## config.mk

```make
export PLATFORM = sky130hd
export DESIGN_NAME = wall_follow_pid_steering
export DESIGN_NICKNAME = d
export VERILOG_FILES = /design/src/hw/rtl/wfps_pkg.sv /design/src/hw/rtl/wfps_pid_core.sv /design/src/hw/rtl/wall_follow_pid_steering.sv
export VERILOG_INCLUDE_DIRS = /design/src /design/src/hw/rtl
export SDC_FILE = /design/constraint.sdc
export NUM_CORES = 2
export LEC_CHECK = 0
export BUFFER_PORTS_ARGS = -buffer_cell sky130_fd_sc_hd__buf_2
export CAP_MARGIN = 0
export CORE_UTILIZATION = 60
export DETAILED_ROUTE_END_ITERATION = 10
export PLACE_DENSITY_LB_ADDON = 0.15
export SYNTH_ARGS = -nofsm -noshare
export SYNTH_HDL_FRONTEND = slang
export SYNTH_SLANG_ARGS = --single-unit
```

## constraint.sdc

```tcl
create_clock -name clk -period 14.2 [get_ports clk]
set_clock_uncertainty 0.15 [all_clocks]
set_input_delay 1.42 -clock clk [delete_from_list [all_inputs] [get_ports clk]]
set_output_delay 1.42 -clock clk [all_outputs]
set_load 0.02 [all_outputs]
```

## src/hw/rtl/assert_macros.svh

```systemverilog
// Assertion macros shared by the steering controller RTL.
`ifndef ASSERT_MACROS_SVH
`define ASSERT_MACROS_SVH

// Same-cycle implication, checked outside reset.
`define ASSERT_IMPLY(label, ante, cons, msg) \
  label: assert property (@(posedge clk) disable iff (!rst_n) (ante) |-> (cons)) \
    else $error(msg);

// Next-cycle implication, checked outside reset.
`define ASSERT_NEXT(label, ante, cons, msg) \
  label: assert property (@(posedge clk) disable iff (!rst_n) (ante) |=> (cons)) \
    else $error(msg);

`endif

```

## src/hw/rtl/wfps_pkg.sv

```systemverilog
// Package with types and constants of the wall-following steering controller.
package wfps_pkg;

  // Default sizes.
  localparam int DIST_WIDTH_DEF = 16;
  localparam int SUM_WIDTH_DEF  = 32;

  // Fixed field widths.
  localparam int GAIN_WIDTH      = 16;
  localparam int PID_WIDTH       = 16;
  localparam int LIN_WIDTH       = 8;
  localparam int CFG_INDEX_WIDTH = 3;

  // Configuration register indexes.
  localparam logic [CFG_INDEX_WIDTH-1:0] REG_TARGET     = 3'd0;
  localparam logic [CFG_INDEX_WIDTH-1:0] REG_PROP_GAIN  = 3'd1;
  localparam logic [CFG_INDEX_WIDTH-1:0] REG_INT_GAIN   = 3'd2;
  localparam logic [CFG_INDEX_WIDTH-1:0] REG_DER_GAIN   = 3'd3;
  localparam logic [CFG_INDEX_WIDTH-1:0] REG_LOST_THR   = 3'd4;
  localparam logic [CFG_INDEX_WIDTH-1:0] REG_NEAR_THR   = 3'd5;
  localparam logic [CFG_INDEX_WIDTH-1:0] REG_FOLLOW_FLR = 3'd6;

  // Register values after reset.
  localparam int RST_TARGET     = 328;
  localparam int RST_PROP_GAIN  = 4588;
  localparam int RST_INT_GAIN   = 33;
  localparam int RST_DER_GAIN   = 3277;
  localparam int RST_LOST_THR   = 369;
  localparam int RST_NEAR_THR   = 287;
  localparam int RST_FOLLOW_FLR = 266;

  // Drive modes.
  typedef enum logic [1:0] {
    MODE_LOST   = 2'd0,
    MODE_FOLLOW = 2'd1,
    MODE_RIGHT  = 2'd2,
    MODE_FAST   = 2'd3
  } drive_mode_t;

  // Fixed speeds: forward speeds in unsigned Q0.8, turn rates in signed Q4.12.
  localparam logic [LIN_WIDTH-1:0] SPEED_CRUISE = 8'd164;
  localparam logic [LIN_WIDTH-1:0] SPEED_CREEP  = 8'd41;
  localparam logic [LIN_WIDTH-1:0] SPEED_STOP   = 8'd0;
  localparam logic signed [PID_WIDTH-1:0] TURN_LOST = 16'sd1229;
  localparam logic signed [PID_WIDTH-1:0] TURN_FAST = -16'sd6144;
  localparam logic signed [PID_WIDTH-1:0] PID_MAX   = 16'sd32767;
  localparam logic signed [PID_WIDTH-1:0] PID_MIN   = -16'sd32768;

  // Load strobes for the PID pipeline stages.
  typedef struct packed {
    logic ld_b;
    logic ld_c;
  } stage_ld_t;

endpackage

```

## src/hw/rtl/wfps_pid_core.sv

```systemverilog
// PID datapath: error and saturating sum stage, product stage, rounding and saturation.
module wfps_pid_core #(
  parameter int DIST_WIDTH = wfps_pkg::DIST_WIDTH_DEF,
  parameter int SUM_WIDTH  = wfps_pkg::SUM_WIDTH_DEF
) (
  input  logic                                  clk,
  input  logic                                  rst_n,
  input  wfps_pkg::stage_ld_t                   stage_ld,
  input  logic [DIST_WIDTH-1:0]                 target,
  input  logic [wfps_pkg::GAIN_WIDTH-1:0]       prop_gain,
  input  logic [wfps_pkg::GAIN_WIDTH-1:0]       integral_gain,
  input  logic [wfps_pkg::GAIN_WIDTH-1:0]       derivative_gain,
  input  logic [DIST_WIDTH-1:0]                 left_dist,
  output logic signed [wfps_pkg::PID_WIDTH-1:0] pid
);
  import wfps_pkg::*;
  `include "assert_macros.svh"

  localparam int ERR_W  = DIST_WIDTH + 1;
  localparam int DIFF_W = DIST_WIDTH + 2;
  localparam int SX_W   = (SUM_WIDTH > ERR_W ? SUM_WIDTH : ERR_W) + 1;
  localparam int GS_W   = GAIN_WIDTH + 1;
  localparam int PP_W   = GS_W + ERR_W;
  localparam int PI_W   = GS_W + SUM_WIDTH;
  localparam int PD_W   = GS_W + DIFF_W;
  localparam int ACC_W  = (SUM_WIDTH > DIFF_W ? SUM_WIDTH : DIFF_W) + GS_W + 2;
  localparam int SH_W   = ACC_W - 16;

  localparam logic signed [SX_W-1:0] SUM_MAX =
    {{(SX_W - SUM_WIDTH + 1){1'b0}}, {(SUM_WIDTH - 1){1'b1}}};
  localparam logic signed [SX_W-1:0] SUM_MIN = ~SUM_MAX;
  localparam logic signed [ACC_W-1:0] ROUND_HALF = ACC_W'(32768);

  // Stage B state: the last error and the running sum double as stage registers.
  logic signed [ERR_W-1:0]     last_error_r;
  logic signed [SUM_WIDTH-1:0] error_sum_r;
  logic signed [DIFF_W-1:0]    diff_r;

  // Stage C products.
  logic signed [PP_W-1:0] prod_p_r;
  logic signed [PI_W-1:0] prod_i_r;
  logic signed [PD_W-1:0] prod_d_r;

  logic signed [ERR_W-1:0]     err;
  logic signed [SX_W-1:0]      sum_wide;
  logic signed [SUM_WIDTH-1:0] error_sum_nxt;
  logic signed [DIFF_W-1:0]    diff_nxt;
  logic signed [PP_W-1:0]      prod_p_nxt;
  logic signed [PI_W-1:0]      prod_i_nxt;
  logic signed [PD_W-1:0]      prod_d_nxt;
  logic signed [ACC_W-1:0]     acc;
  logic signed [SH_W-1:0]      acc_q12;

  // Error, saturating accumulation and difference.
  always_comb begin
    err      = $signed({1'b0, target}) - $signed({1'b0, left_dist});
    sum_wide = SX_W'(error_sum_r) + SX_W'(err);
    if (sum_wide > SUM_MAX) begin
      error_sum_nxt = SUM_MAX[SUM_WIDTH-1:0];
    end else if (sum_wide < SUM_MIN) begin
      error_sum_nxt = SUM_MIN[SUM_WIDTH-1:0];
    end else begin
      error_sum_nxt = sum_wide[SUM_WIDTH-1:0];
    end
    diff_nxt = DIFF_W'(err) - DIFF_W'(last_error_r);
  end

  always_ff @(posedge clk) begin
    if (!rst_n) begin
      last_error_r <= '0;
      error_sum_r  <= '0;
    end else if (stage_ld.ld_b) begin
      last_error_r <= err;
      error_sum_r  <= error_sum_nxt;
    end
  end

  always_ff @(posedge clk) begin
    if (stage_ld.ld_b) begin
      diff_r <= diff_nxt;
    end
  end

  // Three independent gain products on the stage B values.
  assign prod_p_nxt = $signed({1'b0, prop_gain}) * last_error_r;
  assign prod_i_nxt = $signed({1'b0, integral_gain}) * error_sum_r;
  assign prod_d_nxt = $signed({1'b0, derivative_gain}) * diff_r;

  always_ff @(posedge clk) begin
    if (stage_ld.ld_c) begin
      prod_p_r <= prod_p_nxt;
      prod_i_r <= prod_i_nxt;
      prod_d_r <= prod_d_nxt;
    end
  end

  // Sum, round half up to Q.12 and saturate to 16 bits.
  always_comb begin
    acc     = ACC_W'(prod_p_r) + ACC_W'(prod_i_r) + ACC_W'(prod_d_r) + ROUND_HALF;
    acc_q12 = SH_W'(acc >>> 16);
    if (acc_q12 > SH_W'(PID_MAX)) begin
      pid = PID_MAX;
    end else if (acc_q12 < SH_W'(PID_MIN)) begin
      pid = PID_MIN;
    end else begin
      pid = acc_q12[PID_WIDTH-1:0];
    end
  end

  // The controller state moves only when a request enters stage B.
  `ASSERT_NEXT(a_sum_hold, !stage_ld.ld_b, $stable(error_sum_r),
    "error sum changed without a request entering stage B")
  `ASSERT_NEXT(a_err_hold, !stage_ld.ld_b, $stable(last_error_r),
    "last error changed without a request entering stage B")
  `ASSERT_NEXT(a_diff_link, stage_ld.ld_b,
    diff_r == DIFF_W'(last_error_r) - DIFF_W'($past(last_error_r)),
    "difference does not match the error step")

endmodule

```

## src/hw/rtl/wall_follow_pid_steering.sv

```systemverilog
// Top level of the wall-following PID steering controller.
//
// Requests carry the left, front and right wall distances (unsigned Q4.12 m)
// on in_range_*, with in_valid and in_stall. Each request gives exactly one
// result on out_drive_mode, out_fwd_speed and out_turn_rate, with
// out_valid and out_stall, in request order.
// The datapath is four register stages: input register, error and sum stage,
// product stage and result register. One request can be accepted every cycle
// while in_stall is low. The error sum and last error update as a request
// enters the second stage, a single add and saturate for each request.
// When the receiver stalls, the result register holds its value and the
// stages behind it fill; in_stall rises once every stage is occupied.
// Reset (rst_n low, synchronous) empties the pipeline, clears the error sum
// and last error, and loads the configuration registers with their defaults.
// Configuration writes through cfg_we, cfg_index and cfg_wdata take effect at
// the next clock edge. The user must make them only while no request is in
// flight; the block itself does not enforce this.
module wall_follow_pid_steering #(
  parameter int DIST_WIDTH = wfps_pkg::DIST_WIDTH_DEF,
  parameter int SUM_WIDTH  = wfps_pkg::SUM_WIDTH_DEF,
  parameter int CFG_WIDTH  = (DIST_WIDTH > wfps_pkg::GAIN_WIDTH) ? DIST_WIDTH
                                                                  : wfps_pkg::GAIN_WIDTH
) (
  input  logic                                  clk,
  input  logic                                  rst_n,
  input  logic                                  cfg_we,
  input  logic [wfps_pkg::CFG_INDEX_WIDTH-1:0]  cfg_index,
  input  logic [CFG_WIDTH-1:0]                  cfg_wdata,
  input  logic                                  in_valid,
  output logic                                  in_stall,
  input  logic [DIST_WIDTH-1:0]                 in_range_left,
  input  logic [DIST_WIDTH-1:0]                 in_range_front,
  input  logic [DIST_WIDTH-1:0]                 in_range_right,
  output logic                                  out_valid,
  input  logic                                  out_stall,
  output logic [1:0]                            out_drive_mode,
  output logic [wfps_pkg::LIN_WIDTH-1:0]        out_fwd_speed,
  output logic signed [wfps_pkg::PID_WIDTH-1:0] out_turn_rate
);
  import wfps_pkg::*;
  `include "assert_macros.svh"

  // Configuration registers.
  logic [DIST_WIDTH-1:0] target_r;
  logic [GAIN_WIDTH-1:0] prop_gain_r;
  logic [GAIN_WIDTH-1:0] int_gain_r;
  logic [GAIN_WIDTH-1:0] der_gain_r;
  logic [DIST_WIDTH-1:0] lost_thr_r;
  logic [DIST_WIDTH-1:0] near_thr_r;
  logic [DIST_WIDTH-1:0] follow_flr_r;

  // Pipeline valid bits and payload.
  logic                  a_valid_r;
  logic                  b_valid_r;
  logic                  c_valid_r;
  logic                  out_valid_r;
  logic [DIST_WIDTH-1:0] left_a_r;
  logic [DIST_WIDTH-1:0] front_a_r;
  logic [DIST_WIDTH-1:0] right_a_r;
  drive_mode_t           mode_b_r;
  drive_mode_t           mode_c_r;
  drive_mode_t           out_mode_r;
  logic [LIN_WIDTH-1:0]  out_linear_r;
  logic signed [PID_WIDTH-1:0] out_angular_r;

  logic rdy_a, rdy_b, rdy_c, rdy_out;
  logic accept_in, ld_out;
  stage_ld_t stage_ld;

  logic [DIST_WIDTH-1:0]       nearest;
  drive_mode_t                 mode_nxt;
  logic signed [PID_WIDTH-1:0] pid;
  logic signed [PID_WIDTH-1:0] pid_neg;
  logic [LIN_WIDTH-1:0]        out_linear_nxt;
  logic signed [PID_WIDTH-1:0] out_angular_nxt;

  // Configuration writes; unknown indexes are ignored.
  always_ff @(posedge clk) begin
    if (!rst_n) begin
      target_r     <= DIST_WIDTH'(RST_TARGET);
      prop_gain_r  <= GAIN_WIDTH'(RST_PROP_GAIN);
      int_gain_r   <= GAIN_WIDTH'(RST_INT_GAIN);
      der_gain_r   <= GAIN_WIDTH'(RST_DER_GAIN);
      lost_thr_r   <= DIST_WIDTH'(RST_LOST_THR);
      near_thr_r   <= DIST_WIDTH'(RST_NEAR_THR);
      follow_flr_r <= DIST_WIDTH'(RST_FOLLOW_FLR);
    end else if (cfg_we) begin
      case (cfg_index)
        REG_TARGET:     target_r     <= cfg_wdata[DIST_WIDTH-1:0];
        REG_PROP_GAIN:  prop_gain_r  <= cfg_wdata[GAIN_WIDTH-1:0];
        REG_INT_GAIN:   int_gain_r   <= cfg_wdata[GAIN_WIDTH-1:0];
        REG_DER_GAIN:   der_gain_r   <= cfg_wdata[GAIN_WIDTH-1:0];
        REG_LOST_THR:   lost_thr_r   <= cfg_wdata[DIST_WIDTH-1:0];
        REG_NEAR_THR:   near_thr_r   <= cfg_wdata[DIST_WIDTH-1:0];
        REG_FOLLOW_FLR: follow_flr_r <= cfg_wdata[DIST_WIDTH-1:0];
        default: begin
        end
      endcase
    end
  end

  // Flow control: a stage loads when it is empty or its content moves on.
  always_comb begin
    rdy_out        = !out_valid_r || !out_stall;
    ld_out         = c_valid_r && rdy_out;
    rdy_c          = !c_valid_r || rdy_out;
    stage_ld.ld_c  = b_valid_r && rdy_c;
    rdy_b          = !b_valid_r || rdy_c;
    stage_ld.ld_b  = a_valid_r && rdy_b;
    rdy_a          = !a_valid_r || rdy_b;
    accept_in      = in_valid && rdy_a;
  end

  assign in_stall = !rdy_a;

  always_ff @(posedge clk) begin
    if (!rst_n) begin
      a_valid_r   <= 1'b0;
      b_valid_r   <= 1'b0;
      c_valid_r   <= 1'b0;
      out_valid_r <= 1'b0;
    end else begin
      a_valid_r   <= accept_in || (a_valid_r && !stage_ld.ld_b);
      b_valid_r   <= stage_ld.ld_b || (b_valid_r && !stage_ld.ld_c);
      c_valid_r   <= stage_ld.ld_c || (c_valid_r && !ld_out);
      out_valid_r <= ld_out || (out_valid_r && out_stall);
    end
  end

  // Input register.
  always_ff @(posedge clk) begin
    if (accept_in) begin
      left_a_r  <= in_range_left;
      front_a_r <= in_range_front;
      right_a_r <= in_range_right;
    end
  end

  // Mode decision from the nearest wall and the front and left distances.
  always_comb begin
    nearest = (left_a_r < front_a_r) ? left_a_r : front_a_r;
    if (right_a_r < nearest) begin
      nearest = right_a_r;
    end
    if (nearest > lost_thr_r) begin
      mode_nxt = MODE_LOST;
    end else if (front_a_r <= near_thr_r) begin
      mode_nxt = MODE_FAST;
    end else if (front_a_r <= lost_thr_r || left_a_r < near_thr_r) begin
      mode_nxt = MODE_RIGHT;
    end else if (nearest <= near_thr_r && nearest > follow_flr_r) begin
      mode_nxt = MODE_FOLLOW;
    end else begin
      mode_nxt = MODE_LOST;
    end
  end

  always_ff @(posedge clk) begin
    if (stage_ld.ld_b) begin
      mode_b_r <= mode_nxt;
    end
    if (stage_ld.ld_c) begin
      mode_c_r <= mode_b_r;
    end
  end

  wfps_pid_core #(
    .DIST_WIDTH (DIST_WIDTH),
    .SUM_WIDTH  (SUM_WIDTH)
  ) u_pid (
    .clk             (clk),
    .rst_n           (rst_n),
    .stage_ld        (stage_ld),
    .target          (target_r),
    .prop_gain       (prop_gain_r),
    .integral_gain   (int_gain_r),
    .derivative_gain (der_gain_r),
    .left_dist       (left_a_r),
    .pid             (pid)
  );

  // Speed selection; negating the most negative PID output saturates to the maximum.
  always_comb begin
    pid_neg = (pid == PID_MIN) ? PID_MAX : -pid;
    case (mode_c_r)
      MODE_FOLLOW: begin
        out_linear_nxt  = SPEED_CRUISE;
        out_angular_nxt = pid;
      end
      MODE_RIGHT: begin
        out_linear_nxt  = SPEED_CREEP;
        out_angular_nxt = pid_neg;
      end
      MODE_FAST: begin
        out_linear_nxt  = SPEED_STOP;
        out_angular_nxt = TURN_FAST;
      end
      default: begin
        out_linear_nxt  = SPEED_CRUISE;
        out_angular_nxt = TURN_LOST;
      end
    endcase
  end

  // Result register.
  always_ff @(posedge clk) begin
    if (ld_out) begin
      out_mode_r    <= mode_c_r;
      out_linear_r  <= out_linear_nxt;
      out_angular_r <= out_angular_nxt;
    end
  end

  assign out_valid      = out_valid_r;
  assign out_drive_mode = out_mode_r;
  assign out_fwd_speed  = out_linear_r;
  assign out_turn_rate  = out_angular_r;

  // A blocked stage keeps its request; fast-turn and lost results carry fixed speeds.
  `ASSERT_NEXT(a_hold_a, a_valid_r && !rdy_b, a_valid_r,
    "input stage dropped a blocked request")
  `ASSERT_NEXT(a_hold_c, c_valid_r && !rdy_out, c_valid_r && $stable(mode_c_r),
    "product stage lost a blocked request")
  `ASSERT_IMPLY(a_fast_stop, out_valid_r && out_mode_r == MODE_FAST,
    out_linear_r == SPEED_STOP && out_angular_r == TURN_FAST,
    "fast right turn result with wrong speeds")
  `ASSERT_IMPLY(a_lost_speeds, out_valid_r && out_mode_r == MODE_LOST,
    out_linear_r == SPEED_CRUISE && out_angular_r == TURN_LOST,
    "lost mode result with wrong speeds")

endmodule

```

# [After elaboration in Yosys (flattened, before gate mapping)]
# Cells that the tools add are included.
[totals] ff_bits=379 inputBits=72 output_inout_bits=28 word_cells=104
[op_classes] n_addsub=7 n_mul=3 order_cmp=12 n_eq_ne=10 muxes=12 n_reduce_logical=35
[ops] operator="$mux 16" n=5
[ops] operator="$mux 32" n=2
[ops] operator="$add 50x35->51" n=1
[ops] operator="$add 51x17->51 const B" n=1
[ops] operator="$add 34x49->50" n=1
[ops] operator="$mul 17x32->49" n=1
[ops] operator="$le 16x16->1" n=3
[ops] operator="$lt 16x16->1" n=3
[ops] operator="$pmux 16 s3" n=1
[ops] operator="$gt 35x16->1 const B" n=1
[ops] operator="$lt 35x16->1 const B" n=1
[ops] operator="$mul 17x18->35" n=1
[ops] operator="$mul 17x17->34" n=1
[ops] operator="$add 32x17->33" n=1
[ops] operator="$gt 33x32->1 const B" n=1
[ops] operator="$lt 33x32->1 const B" n=1
[ops] operator="$gt 16x16->1" n=2
[ops] operator="$sub 17x17->18" n=1
[ops] operator="$sub 16x16->17" n=1
[ops] operator="$eq 16x16->1 const B" n=1
[ops] operator="$neg 16->16" n=1
[ops] operator="$pmux 8 s2" n=1
[ops] operator="$reduce_and 2->1" n=7
[ops] operator="$eq 3x3->1 const B" n=3
[ops] operator="10 further kinds" n=37

# [Longest topological paths before layout]
[logic_depth] depth_word=9 ltp_mapped=43 depth_no_buf=41

# [Modules after synthesis]
# From an unflattened synthesis, not the netlist that was laid out.
[hier_totals] cells_unflattened=6893 area_unflattened_um2=62190.9
[modules_own_cells] mod="wfps_pid_core" n_inst=1 cells_each=5762 area_each_um2=51783.4 seq_area_each_um2=5064.9
[modules_own_cells] mod="wall_follow_pid_steering" n_inst=1 cells_each=1131 area_each_um2=10407.5 seq_area_each_um2=4514.3

# [Least setup slack after synthesis]
# OpenSTA, ideal clock, no wires.
[synth_path] path_type="input to register" start="input out_stall" end="register mode_c_r[0] (enable)" setup_ns=0.614 arrival_time_ns=6.913 required_time_ns=13.436 slack_ns=6.522 cell_stages=2 path_buffers=0 path_cell_list="and3_1 > nor2b_1"
[synth_rtl] item="start: declaration" line_no="wall_follow_pid_steering.sv:35" rtl="input logic out_stall,"
[synth_rtl] item="end signal: assignment" line_no="wall_follow_pid_steering.sv:163" rtl="mode_c_r <= mode_b_r;"
[synth_rtl] item="end: declaration" line_no="wall_follow_pid_steering.sv:61" rtl="drive_mode_t mode_c_r;"

# [Worst setup path in the final report]
[layout_path] start="register der_gain_r[7]" end="register u_pid.prod_d_r[31], data pin"
[layout_between] elab_chain_len=1
[layout_rtl] item="start: declaration" line_no="wall_follow_pid_steering.sv:47" rtl="logic [GAIN_WIDTH-1:0] der_gain_r;"
[layout_rtl] item="start signal: assignment" line_no="wall_follow_pid_steering.sv:83" rtl="der_gain_r <= GAIN_WIDTH'(RST_DER_GAIN);"
[layout_rtl] item="start signal: assignment" line_no="wall_follow_pid_steering.sv:92" rtl="REG_DER_GAIN: der_gain_r <= cfg_wdata[GAIN_WIDTH-1:0];"
[layout_rtl] item="$mul 17x18->35" line_no="wfps_pid_core.sv:87" rtl="assign prod_d_nxt = $signed({1'b0, derivative_gain}) * diff_r;"
[layout_rtl] item="net u_pid.prod_d_nxt[31]" line_no="wfps_pid_core.sv:50" rtl="logic signed [PD_W-1:0] prod_d_nxt;"
[layout_rtl] item="end signal: assignment" line_no="wfps_pid_core.sv:93" rtl="prod_d_r <= prod_d_nxt;"
[layout_rtl] item="end: declaration" line_no="wfps_pid_core.sv:42" rtl="logic signed [PD_W-1:0] prod_d_r;"
# The timed path passes the listed nets, and every way through them passes these cells.
# A chain may end at the register's enable or synchronous reset.

==> results.json <==
{
  "totalPowerFinal_uw": 14230,
  "vias_in_the_first_global_route": 48839,
  "ctsRootBufferMaster": "sky130_fd_sc_hd__clkbuf_16",
  "number_of_antenna_violations_at_the_first_check_in_global_routing": 5,
  "post-route-cell-area_mm2": 0.06579,
  "hold_path_startpoint": "lost_thr_r[13]",
  "regToRegStartpoint": "der_gain_r[7]",
  "setup.worst_path.end_class": "flip-flop",
  "clock_sinks": 374,
  "setup_violations": 0,
  "non_filler_cells_final": 8239,
  "post-place-cells": 8149,
  "worst_setup_path_startpoint": "der_gain_r[7]",
  "overflow": 0,
  "layout_commonest_cell": "sky130_fd_sc_hd__inv_1",
  "cts_max_level": 2,
  "dieArea_mm2": 0.1054,
  "final_hold_viol_count": 0,
  "cts_tree": "built",
  "cts_buffers": 47,
  "power.leakage_uw": 0.03110,
  "totalWireLength_um": 162300,
  "rsz_0062_raised_after_global_routing": "no",
  "postSynthRegisterBits": 374,
  "global_route_wire_length_before_repair_um": 263900,
  "syn_area_per_cell_um2": 9.078,
  "route.detailed.vias_per_inst": 5.645,
  "routabilityCongestion": 0.9034,
  "cap_violations": 0,
  "floorplan.core_area_mm2": 0.1033,
  "async_flop_share_pct": 0,
  "max_clock_freq_mhz": 123.0,
  "first_pass_iters": 6,
  "route.vias.total": 46507,
  "multiInputGateArea_mm2": 0.04657,
  "post-route-worst-setup-slack_ns": 6.073,
  "ys_seq_area_share_pct": 15.33,
  "worst-r2r-setup-slack_ns": 6.07,
  "clk_pin_slew_worst_paths_ns": 0.07,
  "synth_ff_type": "sky130_fd_sc_hd__edfxtp_1",
  "floorplan.initialDensity_pct": 60.46,
  "worst_ep_required_time_ns": 14.45,
  "row_count": 118,
  "dpl_worst_slack_ns": 6.166,
  "num-nets-final": 8552,
  "die_height_um": 324.7,
  "synth.yosys.warnings": 0,
  "grt_max_degree": 85,
  "synth-edff-count": 209,
  "hold_path.class": "flip-flop to flip-flop",
  "vdd.ir_drop.worst_mv": 0.5410,
  "grt_use_total_pct": 31.86,
  "status": "completed",
  "clock_insertion_delay_worst_skew_ns": 0.67,
  "boundaryPins": 100,
  "cts-hold-fix-buffers": 0,
  "die_width_um": 324.7,
  "synth_cell_type_count": 91,
  "worstSetupPathType": "flip-flop to flip-flop",
  "layout.cells.most_common_list": "sky130_fd_sc_hd__inv_1, sky130_fd_sc_hd__fa_1, sky130_fd_sc_hd__nand2_1",
  "timing.final.crit_share_pct": 57.23,
  "fillerInstances": 8872,
  "slew-limit-headroom_pct": 20.00,
  "netlist_area_before_placement_mm2": 0.06248,
  "min_period_ns": 8.127,
  "post-cts-setup-buffers": 0,
  "placedInstanceArea_mm2": 0.06412,
  "timing.critical_path.fanout_max": 19,
  "critPathLaunchType": "flip-flop",
  "ant_nets": 0,
  "p_per_area_mw_per_mm2": 216.3,
  "final-seq-area_mm2": 0.009579,
  "route.detailed.wl_per_inst_um": 19.70,
  "cts.path.max_buffers": 3,
  "post_synth_inst_count": 6883,
  "slew_violations": 0,
  "max_slew.worst_pin.slew_ns": 1.196,
  "setup-tns-final_ns": 0,
  "post_cts_repair_resize_count": 0,
  "cp.arrival_ns": 8.38,
  "drive_gt1_share_pct": 4.171,
  "portBuffers": 96,
  "drt_iter0_markers": 3272,
  "drcViolationCount": 0,
  "dp.final_hpwl_um": 128700,
  "syn_to_final_growth_pct": 5.299
}
## power by group
group          internal (uW)  total [uW]  switching, uW
sequential              1640        1830            192
clock                    738        1300            560
combinational           4120       11100           6990
## area by class of cell
type	instances	share of cell area (%)
multi-input combinational	4813	70.78
antenna	2	0.007607
tap	1380	2.624
clock buffer	57	1.955
timing repair buffer	146	1.305
clock inverter	31	0.5762
sequential	374	14.56
inverter	1436	8.192
## per-layer routing
metal  part of all wire [%]  routed length (um)  global-route usage (%)
met5                      0                   0                       0
met1                     43               70520                   43.97
met2                     45               73740                   51.03
met4                    3.6                5872                   10.66
met3                    7.5               12190                   5.539
## synth_stat cells (11+ instances only)
master                     count  area share [%]
sky130_fd_sc_hd__a21o_1      101             1.2
sky130_fd_sc_hd__maj3_1       31            0.50
sky130_fd_sc_hd__xnor2_1     132             1.9
sky130_fd_sc_hd__and3_1       32            0.32
sky130_fd_sc_hd__dfxtp_1     165             5.3
sky130_fd_sc_hd__or3_1        25            0.25
sky130_fd_sc_hd__o21bai_1     23            0.28
sky130_fd_sc_hd__o21ai_0     155             1.2
sky130_fd_sc_hd__nor2b_1      44            0.44
sky130_fd_sc_hd__o211ai_1     34            0.41
sky130_fd_sc_hd__o31ai_1      18            0.22
sky130_fd_sc_hd__a211o_1      15            0.21
sky130_fd_sc_hd__or2_2        13            0.13
sky130_fd_sc_hd__edfxtp_1    209              10
sky130_fd_sc_hd__a31oi_1      21            0.21
sky130_fd_sc_hd__a21oi_1     249             2.0
sky130_fd_sc_hd__a211oi_1     30            0.36
sky130_fd_sc_hd__fa_1       1042              33
sky130_fd_sc_hd__ha_1        620              12
sky130_fd_sc_hd__nand3_1      68            0.54
sky130_fd_sc_hd__nor4_1       13            0.13
sky130_fd_sc_hd__buf_2        11           0.088
sky130_fd_sc_hd__clkbuf_1    238             1.4
sky130_fd_sc_hd__mux2i_1      21            0.34
sky130_fd_sc_hd__inv_1      1434             8.6
sky130_fd_sc_hd__nand2_1     941             5.7
sky130_fd_sc_hd__nand4_1      41            0.41
sky130_fd_sc_hd__and2_1      484             4.8
sky130_fd_sc_hd__nand2b_1     60            0.60
sky130_fd_sc_hd__o21a_1       57            0.68
sky130_fd_sc_hd__a21boi_0    104             1.2
sky130_fd_sc_hd__nor2_1      170             1.0
sky130_fd_sc_hd__nor3_1       52            0.42
sky130_fd_sc_hd__xor2_1       50            0.70
## path summary, 6_finish.rpt
check,endpoint,depth (start not counted)
worst min register to register,lost_thr_r[13],2
worst max register to register,u_pid.prod_d_r[31],22
worst min-delay path,lost_thr_r[13],2
worst max-delay path,u_pid.prod_d_r[31],22
## worst max-delay path: stages (launching register included)
cell,delay (ns)
sky130_fd_sc_hd__dfxtp_1,0.79
sky130_fd_sc_hd__nand2_1,0.17
sky130_fd_sc_hd__fa_1,0.56
sky130_fd_sc_hd__inv_1,0.05
sky130_fd_sc_hd__fa_1,0.55
sky130_fd_sc_hd__fa_1,0.43
sky130_fd_sc_hd__fa_1,0.49
sky130_fd_sc_hd__inv_1,0.06
sky130_fd_sc_hd__fa_1,0.54
sky130_fd_sc_hd__inv_1,0.06
sky130_fd_sc_hd__fa_1,0.47
sky130_fd_sc_hd__ha_1,0.28
sky130_fd_sc_hd__nor3_1,0.21
sky130_fd_sc_hd__o311ai_0,0.24
sky130_fd_sc_hd__a311oi_1,0.83
sky130_fd_sc_hd__o21a_1,0.24
sky130_fd_sc_hd__o31ai_1,0.13
sky130_fd_sc_hd__or4_1,0.43
sky130_fd_sc_hd__a31o_2,0.28
sky130_fd_sc_hd__a21o_1,0.19
sky130_fd_sc_hd__a2111oi_0,0.44
sky130_fd_sc_hd__nor3_1,0.11
sky130_fd_sc_hd__xor2_1,0.16
## cells by family after synthesis
kind of cell | Yosys count | share of synthesized area (%)
buf+inv | 1698 | 10.26
mux | 25 | 0.4085
compound gates | 919 | 9.698
simple gates | 1991 | 15.45
xor+xnor | 182 | 2.551
flops | 374 | 15.33
fa+ha+maj | 1693 | 46.30
other cells | 1 | 0.006002
## metrics by stage
| stage | utilization, % | hold WS (ns) |
|---|---|---|
| after floorplan | - | 0.2503 |
| after global placement | 62.05 | 0.3027 |
| after detailed placement | 62.05 | 0.3119 |
| after CTS | 63.66 | 0.3213 |
| after global routing | 63.66 | 0.3396 |
| final | 63.66 | 0.3172 |
## sequential cells by signal, indices dropped and copies added (netlist names), 3 cells and up
register,count
der_gain_r,16
follow_flr_r,16
front_a_r,16
int_gain_r,16
left_a_r,16
lost_thr_r,16
near_thr_r,16
out_fwd_speed,3
out_turn_rate,16
prop_gain_r,16
right_a_r,16
target_r,16
u_pid.diff_r,18
u_pid.error_sum_r,32
u_pid.last_error_r,17
u_pid.prod_d_r,35
u_pid.prod_i_r,49
u_pid.prod_p_r,34
Note: power is estimated with default switching activity, not from simulation.
